`src/rtl/svt_pkg.sv`:
```
// Shared types, opcodes and constant tables for the sine voice block.
// Holds the note phase-step ROM and the quarter-wave sine ROM, both built
// at elaboration. No dependencies.
`timescale 1ns / 1ps
`default_nettype none

package svt_pkg;

  localparam int PHASE_BITS     = 32;
  localparam int SINE_ADDR_BITS = 10;
  localparam int SAMPLE_RATE_HZ = 48000;

  localparam logic [1:0] OP_NOTE_ON   = 2'd0;
  localparam logic [1:0] OP_NOTE_REL  = 2'd1;
  localparam logic [1:0] OP_NOTE_KILL = 2'd2;
  localparam logic [1:0] OP_TICK      = 2'd3;

  localparam int GAIN_BITS = 25;
  localparam int AMP_BITS  = 14;
  localparam int MAG_BITS  = 15;
  localparam int MUL_BITS  = 25;

  localparam logic [GAIN_BITS-1:0] TAIL_ONE   = 25'd16777216;
  localparam logic [23:0]          TAIL_DECAY = 24'd16768827;
  localparam logic [GAIN_BITS-1:0] TAIL_STOP  = 25'd83886;

  // extra fraction bits carried by the base steps, one per octave
  localparam int OCT_EXT = 10;
  localparam logic [63:0] PICO_DEN = 64'(SAMPLE_RATE_HZ) * 64'd1000000000000;

  localparam int QADDR_BITS = SINE_ADDR_BITS - 2;
  localparam int QSIZE      = 1 << QADDR_BITS;
  localparam logic [63:0] Q30_ONE     = 64'd1073741824;
  localparam logic [63:0] HALF_PI_Q30 = 64'd1686629713;

  typedef struct packed {
    logic [1:0]  opcode;
    logic [6:0]  note_number;
    logic [15:0] velocity;
  } in_item_t;

  typedef struct packed {
    logic signed [15:0] sample_out;
    logic               voice_active;
  } out_item_t;

  typedef struct packed {
    logic                neg;
    logic [MAG_BITS-1:0] mag;
  } sine_t;

  typedef logic [PHASE_BITS-1:0] step_rom_t [128];
  typedef logic [MAG_BITS-1:0]   qsine_rom_t [QSIZE];

  function automatic logic [63:0] base_freq_pico(input int k);
    logic [63:0] f;
    case (k)
      0:       f = 64'd8175798915644;
      1:       f = 64'd8661957218027;
      2:       f = 64'd9177023997419;
      3:       f = 64'd9722718241315;
      4:       f = 64'd10300861153527;
      5:       f = 64'd10913382232281;
      6:       f = 64'd11562325709739;
      7:       f = 64'd12249857374430;
      8:       f = 64'd12978271799373;
      9:       f = 64'd13750000000000;
      10:      f = 64'd14567617547440;
      default: f = 64'd15433853164254;
    endcase
    return f;
  endfunction

  // floor(freq * 2^(PHASE_BITS+OCT_EXT) / den) by restoring long division
  function automatic logic [63:0] base_step_ext(input int k);
    logic [63:0] q;
    logic [63:0] r;
    q = 64'd0;
    r = base_freq_pico(k);
    for (int i = 0; i < PHASE_BITS + OCT_EXT; i++) begin
      r = r << 1;
      q = q << 1;
      if (r >= PICO_DEN) begin
        r = r - PICO_DEN;
        q = q | 64'd1;
      end
    end
    return q;
  endfunction

  function automatic step_rom_t build_step_rom();
    step_rom_t   rom;
    logic [63:0] ext;
    for (int n = 0; n < 128; n++) begin
      ext = base_step_ext(n % 12);
      ext = ext >> (OCT_EXT - n / 12);
      rom[n] = ext[PHASE_BITS-1:0];
    end
    return rom;
  endfunction

  // rounded magnitude of sin(pi/2 * r/QSIZE) * 32767, Taylor series in Q30
  function automatic logic [MAG_BITS-1:0] sine_mag(input int r);
    logic [63:0] x;
    logic [63:0] t;
    logic [63:0] t2;
    logic [63:0] h;
    logic [63:0] s;
    logic [63:0] m;
    x  = 64'(r) << (30 - QADDR_BITS);
    t  = (x * HALF_PI_Q30) >> 30;
    t2 = (t * t) >> 30;
    h  = Q30_ONE;
    h  = Q30_ONE - ((t2 * h) >> 30) / 110;
    h  = Q30_ONE - ((t2 * h) >> 30) / 72;
    h  = Q30_ONE - ((t2 * h) >> 30) / 42;
    h  = Q30_ONE - ((t2 * h) >> 30) / 20;
    h  = Q30_ONE - ((t2 * h) >> 30) / 6;
    s  = (t * h) >> 30;
    m  = (s * 64'd32767 + (Q30_ONE >> 1)) >> 30;
    if (m > 64'd32767) m = 64'd32767;
    return m[MAG_BITS-1:0];
  endfunction

  function automatic qsine_rom_t build_qsine_rom();
    qsine_rom_t rom;
    for (int r = 0; r < QSIZE; r++) rom[r] = sine_mag(r);
    return rom;
  endfunction

  localparam step_rom_t           STEP_ROM   = build_step_rom();
  localparam qsine_rom_t          QSINE_ROM  = build_qsine_rom();
  localparam logic [MAG_BITS-1:0] QSINE_PEAK = sine_mag(QSIZE);

endpackage

`default_nettype wire

```
`src/rtl/svt_sine_rom.sv`:
```
// Registered sine lookup: top phase bits to sign and magnitude.
// Quarter-wave table from svt_pkg with mirror and sign by quadrant.
`timescale 1ns / 1ps
`default_nettype none

module svt_sine_rom
  import svt_pkg::*;
(
  input  wire logic                      clk,
  input  wire logic [SINE_ADDR_BITS-1:0] addr,
  output sine_t                          sine
);

  logic [1:0]            quad;
  logic [QADDR_BITS-1:0] r;
  logic [QADDR_BITS-1:0] r_mirror;
  sine_t                 sine_r;
  sine_t                 sine_nxt;

  assign quad     = addr[SINE_ADDR_BITS-1 -: 2];
  assign r        = addr[QADDR_BITS-1:0];
  assign r_mirror = ~r + 1'b1;   // QSIZE - r, mod QSIZE

  always_comb begin
    sine_nxt.neg = quad[1];
    if (!quad[0]) begin
      sine_nxt.mag = QSINE_ROM[r];
    end else if (r == '0) begin
      sine_nxt.mag = QSINE_PEAK;   // mirrored index lands on the quarter point
    end else begin
      sine_nxt.mag = QSINE_ROM[r_mirror];
    end
  end

  always_ff @(posedge clk) begin
    sine_r <= sine_nxt;
  end

  assign sine = sine_r;

endmodule

`default_nettype wire

```
`src/rtl/sine_voice_with_tail_decay.sv`:
```
// Top level of the sine voice: sequencer, shared multiplier, voice state.
// Uses svt_pkg and svt_sine_rom.
//
//   channel | ports                          | payload
//   --------+--------------------------------+-----------------------
//   input   | in_valid, in_ready, in_data    | in_item_t  (opcode, note, velocity)
//   output  | out_valid, out_ready, out_data | out_item_t (sample, active)
//
// Note on / note off: done at the transfer edge.
// Tick: idle to S_OUT, sounding via S_M1, releasing via S_M1 to S_M3; one 25x25
// multiplier is shared by the level, tail and decay products, one per cycle.
// The output register holds one result; a tick waits in its last step while
// that register is still full. Synchronous active-low reset clears the voice.
`timescale 1ns / 1ps
`default_nettype none

module sine_voice_with_tail_decay
  import svt_pkg::*;
(
  input  wire logic clk,
  input  wire logic rst_n,
  input  wire logic in_valid,
  output logic      in_ready,
  input  wire in_item_t in_data,
  output logic      out_valid,
  input  wire logic out_ready,
  output out_item_t out_data
);

  localparam logic [2:0] S_IDLE = 3'd0;
  localparam logic [2:0] S_M1   = 3'd1;
  localparam logic [2:0] S_M2   = 3'd2;
  localparam logic [2:0] S_M3   = 3'd3;
  localparam logic [2:0] S_OUT  = 3'd4;

  logic [2:0]            state_r,    state_nxt;
  logic [PHASE_BITS-1:0] phase_r,    phase_nxt;
  logic [PHASE_BITS-1:0] step_r,     step_nxt;
  logic [AMP_BITS-1:0]   amp_r,      amp_nxt;
  logic [GAIN_BITS-1:0]  gain_r,     gain_nxt;
  logic                  sounding_r, sounding_nxt;
  logic [15:0]           m_r,        m_nxt;
  out_item_t             res_r,      res_nxt;
  out_item_t             out_data_r, out_data_nxt;
  logic                  out_valid_r, out_valid_nxt;

  logic                  in_xfer;
  logic                  out_free;
  logic [MUL_BITS-1:0]   mul_a;
  logic [MUL_BITS-1:0]   mul_b;
  logic [2*MUL_BITS-1:0] mul_p;
  logic [GAIN_BITS-1:0]  gain_dec;
  logic [15:0]           m_signed;
  sine_t                 sine;

  svt_sine_rom u_sine (
    .clk  (clk),
    .addr (phase_r[PHASE_BITS-1 -: SINE_ADDR_BITS]),
    .sine (sine)
  );

  assign in_ready = (state_r == S_IDLE);
  assign in_xfer  = in_valid && in_ready;
  assign out_free = !out_valid_r || out_ready;

  // shared multiplier
  always_comb begin
    mul_a = '0;
    mul_b = '0;
    case (state_r)
      S_M1: begin
        mul_a = MUL_BITS'(sine.mag);
        mul_b = MUL_BITS'(amp_r);
      end
      S_M2: begin
        mul_a = MUL_BITS'(m_r);
        mul_b = gain_r;
      end
      S_M3: begin
        mul_a = gain_r;
        mul_b = MUL_BITS'(TAIL_DECAY);
      end
      default: begin
        mul_a = '0;
        mul_b = '0;
      end
    endcase
  end

  assign mul_p    = mul_a * mul_b;
  assign gain_dec = mul_p[GAIN_BITS+23:24];
  assign m_signed = sine.neg ? (16'd0 - m_r) : m_r;

  always_comb begin
    state_nxt     = state_r;
    phase_nxt     = phase_r;
    step_nxt      = step_r;
    amp_nxt       = amp_r;
    gain_nxt      = gain_r;
    sounding_nxt  = sounding_r;
    m_nxt         = m_r;
    res_nxt       = res_r;
    out_data_nxt  = out_data_r;
    out_valid_nxt = out_valid_r && !out_ready;

    unique case (state_r)
      S_IDLE: begin
        if (in_xfer) begin
          unique case (in_data.opcode)
            OP_NOTE_ON: begin
              phase_nxt    = '0;
              amp_nxt      = in_data.velocity[15:2];
              gain_nxt     = '0;
              step_nxt     = STEP_ROM[in_data.note_number];
              sounding_nxt = 1'b1;
            end
            OP_NOTE_REL: begin
              if (gain_r == '0) gain_nxt = TAIL_ONE;
            end
            OP_NOTE_KILL: begin
              sounding_nxt = 1'b0;
              step_nxt     = '0;
            end
            OP_TICK: begin
              res_nxt   = '0;
              state_nxt = sounding_r ? S_M1 : S_OUT;
            end
            default: begin
              state_nxt = S_IDLE;
            end
          endcase
        end
      end
      S_M1: begin
        m_nxt = mul_p[31:16];
        if (gain_r != '0) begin
          state_nxt = S_M2;
        end else begin
          res_nxt.sample_out   = sine.neg ? (16'd0 - mul_p[31:16]) : mul_p[31:16];
          res_nxt.voice_active = 1'b1;
          phase_nxt            = phase_r + step_r;
          state_nxt            = S_OUT;
        end
      end
      S_M2: begin
        m_nxt     = mul_p[39:24];
        state_nxt = S_M3;
      end
      S_M3: begin
        gain_nxt = gain_dec;
        // tail end: silent sample, phase holds, tail keeps its small value
        if (gain_dec <= TAIL_STOP) begin
          sounding_nxt = 1'b0;
          step_nxt     = '0;
        end else begin
          res_nxt.sample_out   = m_signed;
          res_nxt.voice_active = 1'b1;
          phase_nxt            = phase_r + step_r;
        end
        state_nxt = S_OUT;
      end
      S_OUT: begin
        if (out_free) begin
          out_data_nxt  = res_r;
          out_valid_nxt = 1'b1;
          state_nxt     = S_IDLE;
        end
      end
      default: begin
        state_nxt = S_IDLE;
      end
    endcase
  end

  always_ff @(posedge clk) begin
    if (!rst_n) begin
      state_r     <= S_IDLE;
      phase_r     <= '0;
      step_r      <= '0;
      amp_r       <= '0;
      gain_r      <= '0;
      sounding_r  <= 1'b0;
      out_valid_r <= 1'b0;
    end else begin
      state_r     <= state_nxt;
      phase_r     <= phase_nxt;
      step_r      <= step_nxt;
      amp_r       <= amp_nxt;
      gain_r      <= gain_nxt;
      sounding_r  <= sounding_nxt;
      out_valid_r <= out_valid_nxt;
    end
  end

  always_ff @(posedge clk) begin
    m_r        <= m_nxt;
    res_r      <= res_nxt;
    out_data_r <= out_data_nxt;
  end

  assign out_valid = out_valid_r;
  assign out_data  = out_data_r;

`ifndef SYNTHESIS
  a_idle_step_zero: assert property (@(posedge clk) disable iff (!rst_n)
    !sounding_r |-> (step_r == '0))
    else $error("voice idle with nonzero phase step");

  a_gain_bound: assert property (@(posedge clk) disable iff (!rst_n)
    gain_r <= TAIL_ONE)
    else $error("release tail above 1.0");

  a_silent_zero: assert property (@(posedge clk) disable iff (!rst_n)
    (out_valid_r && !out_data_r.voice_active) |-> (out_data_r.sample_out == 16'sd0))
    else $error("inactive result with nonzero sample");

  a_idle_tick: assert property (@(posedge clk) disable iff (!rst_n)
    (in_xfer && in_data.opcode == OP_TICK && !sounding_r) |=> (state_r == S_OUT))
    else $error("idle tick did not go straight to output");
`endif

endmodule

`default_nettype wire
```
`config.mk`:
```
export PLATFORM = sky130hd
export DESIGN_NAME = sine_voice_with_tail_decay
export DESIGN_NICKNAME = d
export VERILOG_FILES = /design/src/rtl/svt_pkg.sv /design/src/rtl/svt_sine_rom.sv /design/src/rtl/sine_voice_with_tail_decay.sv
export SDC_FILE = /design/constraint.sdc
export NUM_CORES = 2
export LEC_CHECK = 0
export ABC_CLOCK_PERIOD_IN_PS = 9430
export BUFFER_PORTS_ARGS = -buffer_cell sky130_fd_sc_hd__buf_4
export CORE_ASPECT_RATIO = 1.75
export CORE_MARGIN = 5
export CORE_UTILIZATION = 52
export DETAILED_ROUTE_END_ITERATION = 6
export PLACE_DENSITY = 0.71
export SLEW_MARGIN = 0
export SYNTH_ARGS = -nofsm -noshare
export SYNTH_HDL_FRONTEND = slang
export SYNTH_SLANG_ARGS = --single-unit
```
`constraint.sdc`:
```
create_clock -name clk -period 9.43 [get_ports clk]
set_clock_uncertainty 0.1 [all_clocks]
set_input_delay 1.886 -clock clk [delete_from_list [all_inputs] [get_ports clk]]
set_output_delay 1.886 -clock clk [all_outputs]
set_load 0.03 [all_outputs]
```
==> impl_metrics.csv <==
group,metric,value,unit
outcome,status,"finished, violations left",
outcome,violations,"design-rule violations",
layout,instances_no_fill,6474,
global_routing,met2_usage,66.68,%
yosys,ys_seq_elements,173,
routing,viasPerCell,6.246,
floorplan,initial_core_util,52.31,%
clocking,clock_path_buffers,2,
clocking,h-tree-depth,4,
yosys,postSynth.asyncResetShare,0,%
setup_path,startpoint,"state_r[1]",
setup_path,startpoint_type,"register",
sta,finalHoldViolations,0,
global_routing,grt_pass1_vias,41460,
setup_path,worst-endpoint-required,9.69,ns
sta,tns,0,ns
clocking,cts_root_buf,"clkbuf_16",
global_routing,globalRoute.busiestLayer,"met2",
clocking,numCtsBuffers,17,
placed_design,dp_hpwl,127.1,mm
power,total_power,2.467,mW
placed_design,dpl.cell_count,6413,
layout,area_growth,13.05,%
global_routing,met3_usage,5.489,%
clocking,clk_pin_slew,0.08,ns
global_routing,grt_first_pass_wirelength,245.7,mm
layout,layout.nets,6260,
layout,layout.cells.most_common_list,"761 x nand2_1, 671 x inv_1, 535 x nor2_1, 523 x fa_1, 451 x buf_4",
routing,totalWireLength,163.5,mm
layout,layout-drive-gt1-share,12.80,%
routing,drc,3,
yosys,netlist_area,39910,um2
sta,worstMarginPinSlew,1.345,ns
placed_design,gp_congestion,1.087,
placed_design,io_buffers,45,
floorplan,die_x,219.4,um
setup_path,crit_type,"reg2reg",
global_routing,grt_max_degree,100,
global_routing,grtUsageTotal,39.25,%
worst_hold_path,hold_path.class,"reg2reg",
setup_path,arrival,9.50,ns
setup_path,crit_path_max_incr_delay,0.56,ns
power,leakage,20.74,nW
sta,finalSetupViolCount,0,
routing,antenna_left,0,
sta,fin_crit_sh,97.98,%
layout,final_util,59.14,%
layout,nFillCells,7090,
routing,wire_per_inst,25.26,um
floorplan,std_cell_rows,134,
floorplan,core_region_area,76290,um2
global_routing,antenna_found_initial,3,
yosys,synth.distinct_cells,87,
power,power.density,54.69,nW/um2
global_routing,overflow,0,
power,vdd_ir_drop_max,82.90,uV
yosys,yosys_warnings,0,
layout,final_common_cell,"nand2_1",
clocking,cts.sinks,173,
setup_path,endpoint_kind,"register",
worst_hold_path,hp-start,"res_r[10]",
floorplan,die_area,82610,um2
setup_path,rr_startpoint,"state_r[1]",
sta,fmax,108.2,MHz
flow_run,maxCapViolCount,0,
sta,hold_ws,0.3074,ns
routing,drt_iter0_drc,3988,
sta,slew_headroom,9.389,%
sta,fin_crit,9.240,ns
clocking,cts_tree,"done",
yosys,synthFlopType,"dfxtp_1",
routing,drt_pass1_iterations,7,
sta,rsz0062_at_grt,"yes",
yosys,synth_sequential_area_ratio,9.932,%
floorplan,io_pins,48,
yosys,netlist_instances,5284,
setup_path,crit_slowest_cell,"fa_1",
floorplan,dieHeight,376.5,um
global_routing,grtUsageMet1,39.96,%
clocking,hold_buffers,0,
routing,via_count,40440,
clocking,clkLatencyLatePin,0.47,ns
yosys,avgSynthCellArea,7.553,um2
yosys,synth-edff-count,50,
sta,maxSlewViolCount,0,
setup_path,cp_max_fo,29,
flip-flops by register name, indices dropped and copies added (netlist names):
register	flops
gain_r	25
phase_r	32
out_valid	1
step_r	31
sounding_r	1
state_r	3
u_sine.sine	16
out_data	17
amp_r	14
m_r	16
res_r	17
cells in the mapped netlist, types with 16 or more instances:
| master | instances | share of area [%] |
|---|---|---|
| nand2_1 | 768 | 7.2 |
| inv_1 | 673 | 6.3 |
| nor2_1 | 543 | 5.1 |
| fa_1 | 525 | 26 |
| a21oi_1 | 414 | 5.2 |
| o21ai_0 | 338 | 4.2 |
| clkbuf_1 | 327 | 3.1 |
| ha_1 | 266 | 8.3 |
| dfxtp_1 | 123 | 6.2 |
| a211oi_1 | 86 | 1.6 |
| nand3_1 | 79 | 0.99 |
| o211ai_1 | 76 | 1.4 |
| buf_1 | 71 | 0.67 |
| a21o_1 | 68 | 1.3 |
| mux2i_1 | 64 | 1.6 |
| xnor2_1 | 61 | 1.3 |
| nor3_1 | 58 | 0.73 |
| edfxtp_1 | 50 | 3.8 |
| a311oi_1 | 42 | 0.92 |
| xor2_1 | 40 | 0.88 |
| and3_1 | 39 | 0.61 |
| a31oi_1 | 35 | 0.55 |
| o22ai_1 | 34 | 0.53 |
| nand2b_1 | 31 | 0.49 |
| mux4_2 | 28 | 1.6 |
| a22oi_1 | 27 | 0.51 |
| o31ai_1 | 24 | 0.45 |
| nand4_1 | 22 | 0.34 |
| o311ai_0 | 22 | 0.48 |
| a221oi_1 | 21 | 0.46 |
| nor2b_1 | 21 | 0.33 |
| o221ai_1 | 21 | 0.46 |
| and2_1 | 20 | 0.31 |
| a32o_1 | 19 | 0.48 |
| o21a_1 | 16 | 0.30 |
path summary, 6_finish.rpt:
| check | slack [ns] | end | depth (start not counted) |
|---|---|---|---|
| hold reg to reg | 0.31 | out_data[10] | 0 |
| hold / removal | 0.31 | out_data[10] | 0 |
| setup / recovery | 0.19 | step_r[11] | 36 |
| setup reg to reg | 0.19 | step_r[11] | 36 |
worst max-delay path, delay by kind of cell (launching register included):
| kind | cells | cell delay [ns] |
|---|---|---|
| DFF | 1 | 0.40 |
| AOI/OAI and AO/OA | 7 | 1.43 |
| buffers and inverters | 13 | 1.62 |
| muxes | 1 | 0.34 |
| xor gates and xnor gates | 1 | 0.14 |
| adders and majority gates | 8 | 3.80 |
| and+or+nand+nor | 6 | 1.25 |
metal layers:
layer  vias to the layer above  wire, um
li1                      18020         -
met1                     19390     51630
met2                      2144     79210
met3                       876     11200
met4                         2     21450
met5                         -        20
timing repair:
item | 4_1_cts | 5_1_grt
pin swaps | 3 | 19
gates cloned | 1 | 2
buffers inserted | 4 | 21
resized for setup | 13 | 82
setup endpoints to repair | 78 | 84
stage by stage:
stage	setup WS (ns)	instance area (um2)
global placement	-0.2425	43810
CTS	0.01915	44520
finish	0.1901	45120
floorplan	0.01475	40090
global route	-0.02614	45120
detailed placement	-0.3410	43810
cells by family (layout without fill, tap and decap cells):
family                     Yosys count  in the layout  share of synthesized area (%)
and+or+nand+nor                   1641           1642                          17.17
AOI/OAI and AO/OA                 1382           1382                          22.12
other                                2             45                        0.01882
buffers and inverters             1089           1215                          10.31
xor gates and xnor gates           102            102                          2.257
DFF                                173            173                          9.932
adders and majority gates          791            791                          34.68
muxes                              104            104                          3.524
cell type report:
cell class | instances | area [um2] | share of cell area [%]
well taps | 1020 | 1276 | 2.829
flip-flops and latches | 173 | 3988 | 8.838
multi-input cells | 4065 | 32430 | 71.89
diodes | 1 | 2.502 | 0.005546
repair buffers | 502 | 4259 | 9.440
inverters | 681 | 2556 | 5.666
clock buffers | 17 | 425.4 | 0.9429
clock inverters | 15 | 177.7 | 0.3938
power breakdown:
group | internal (mW) | switching, mW
clock network | 0.361 | 0.373
logic | 0.370 | 0.575
registers | 0.780 | 0.00796
total | 1.51 | 0.956
No activity file was read; power rests on OpenSTA's default activity.
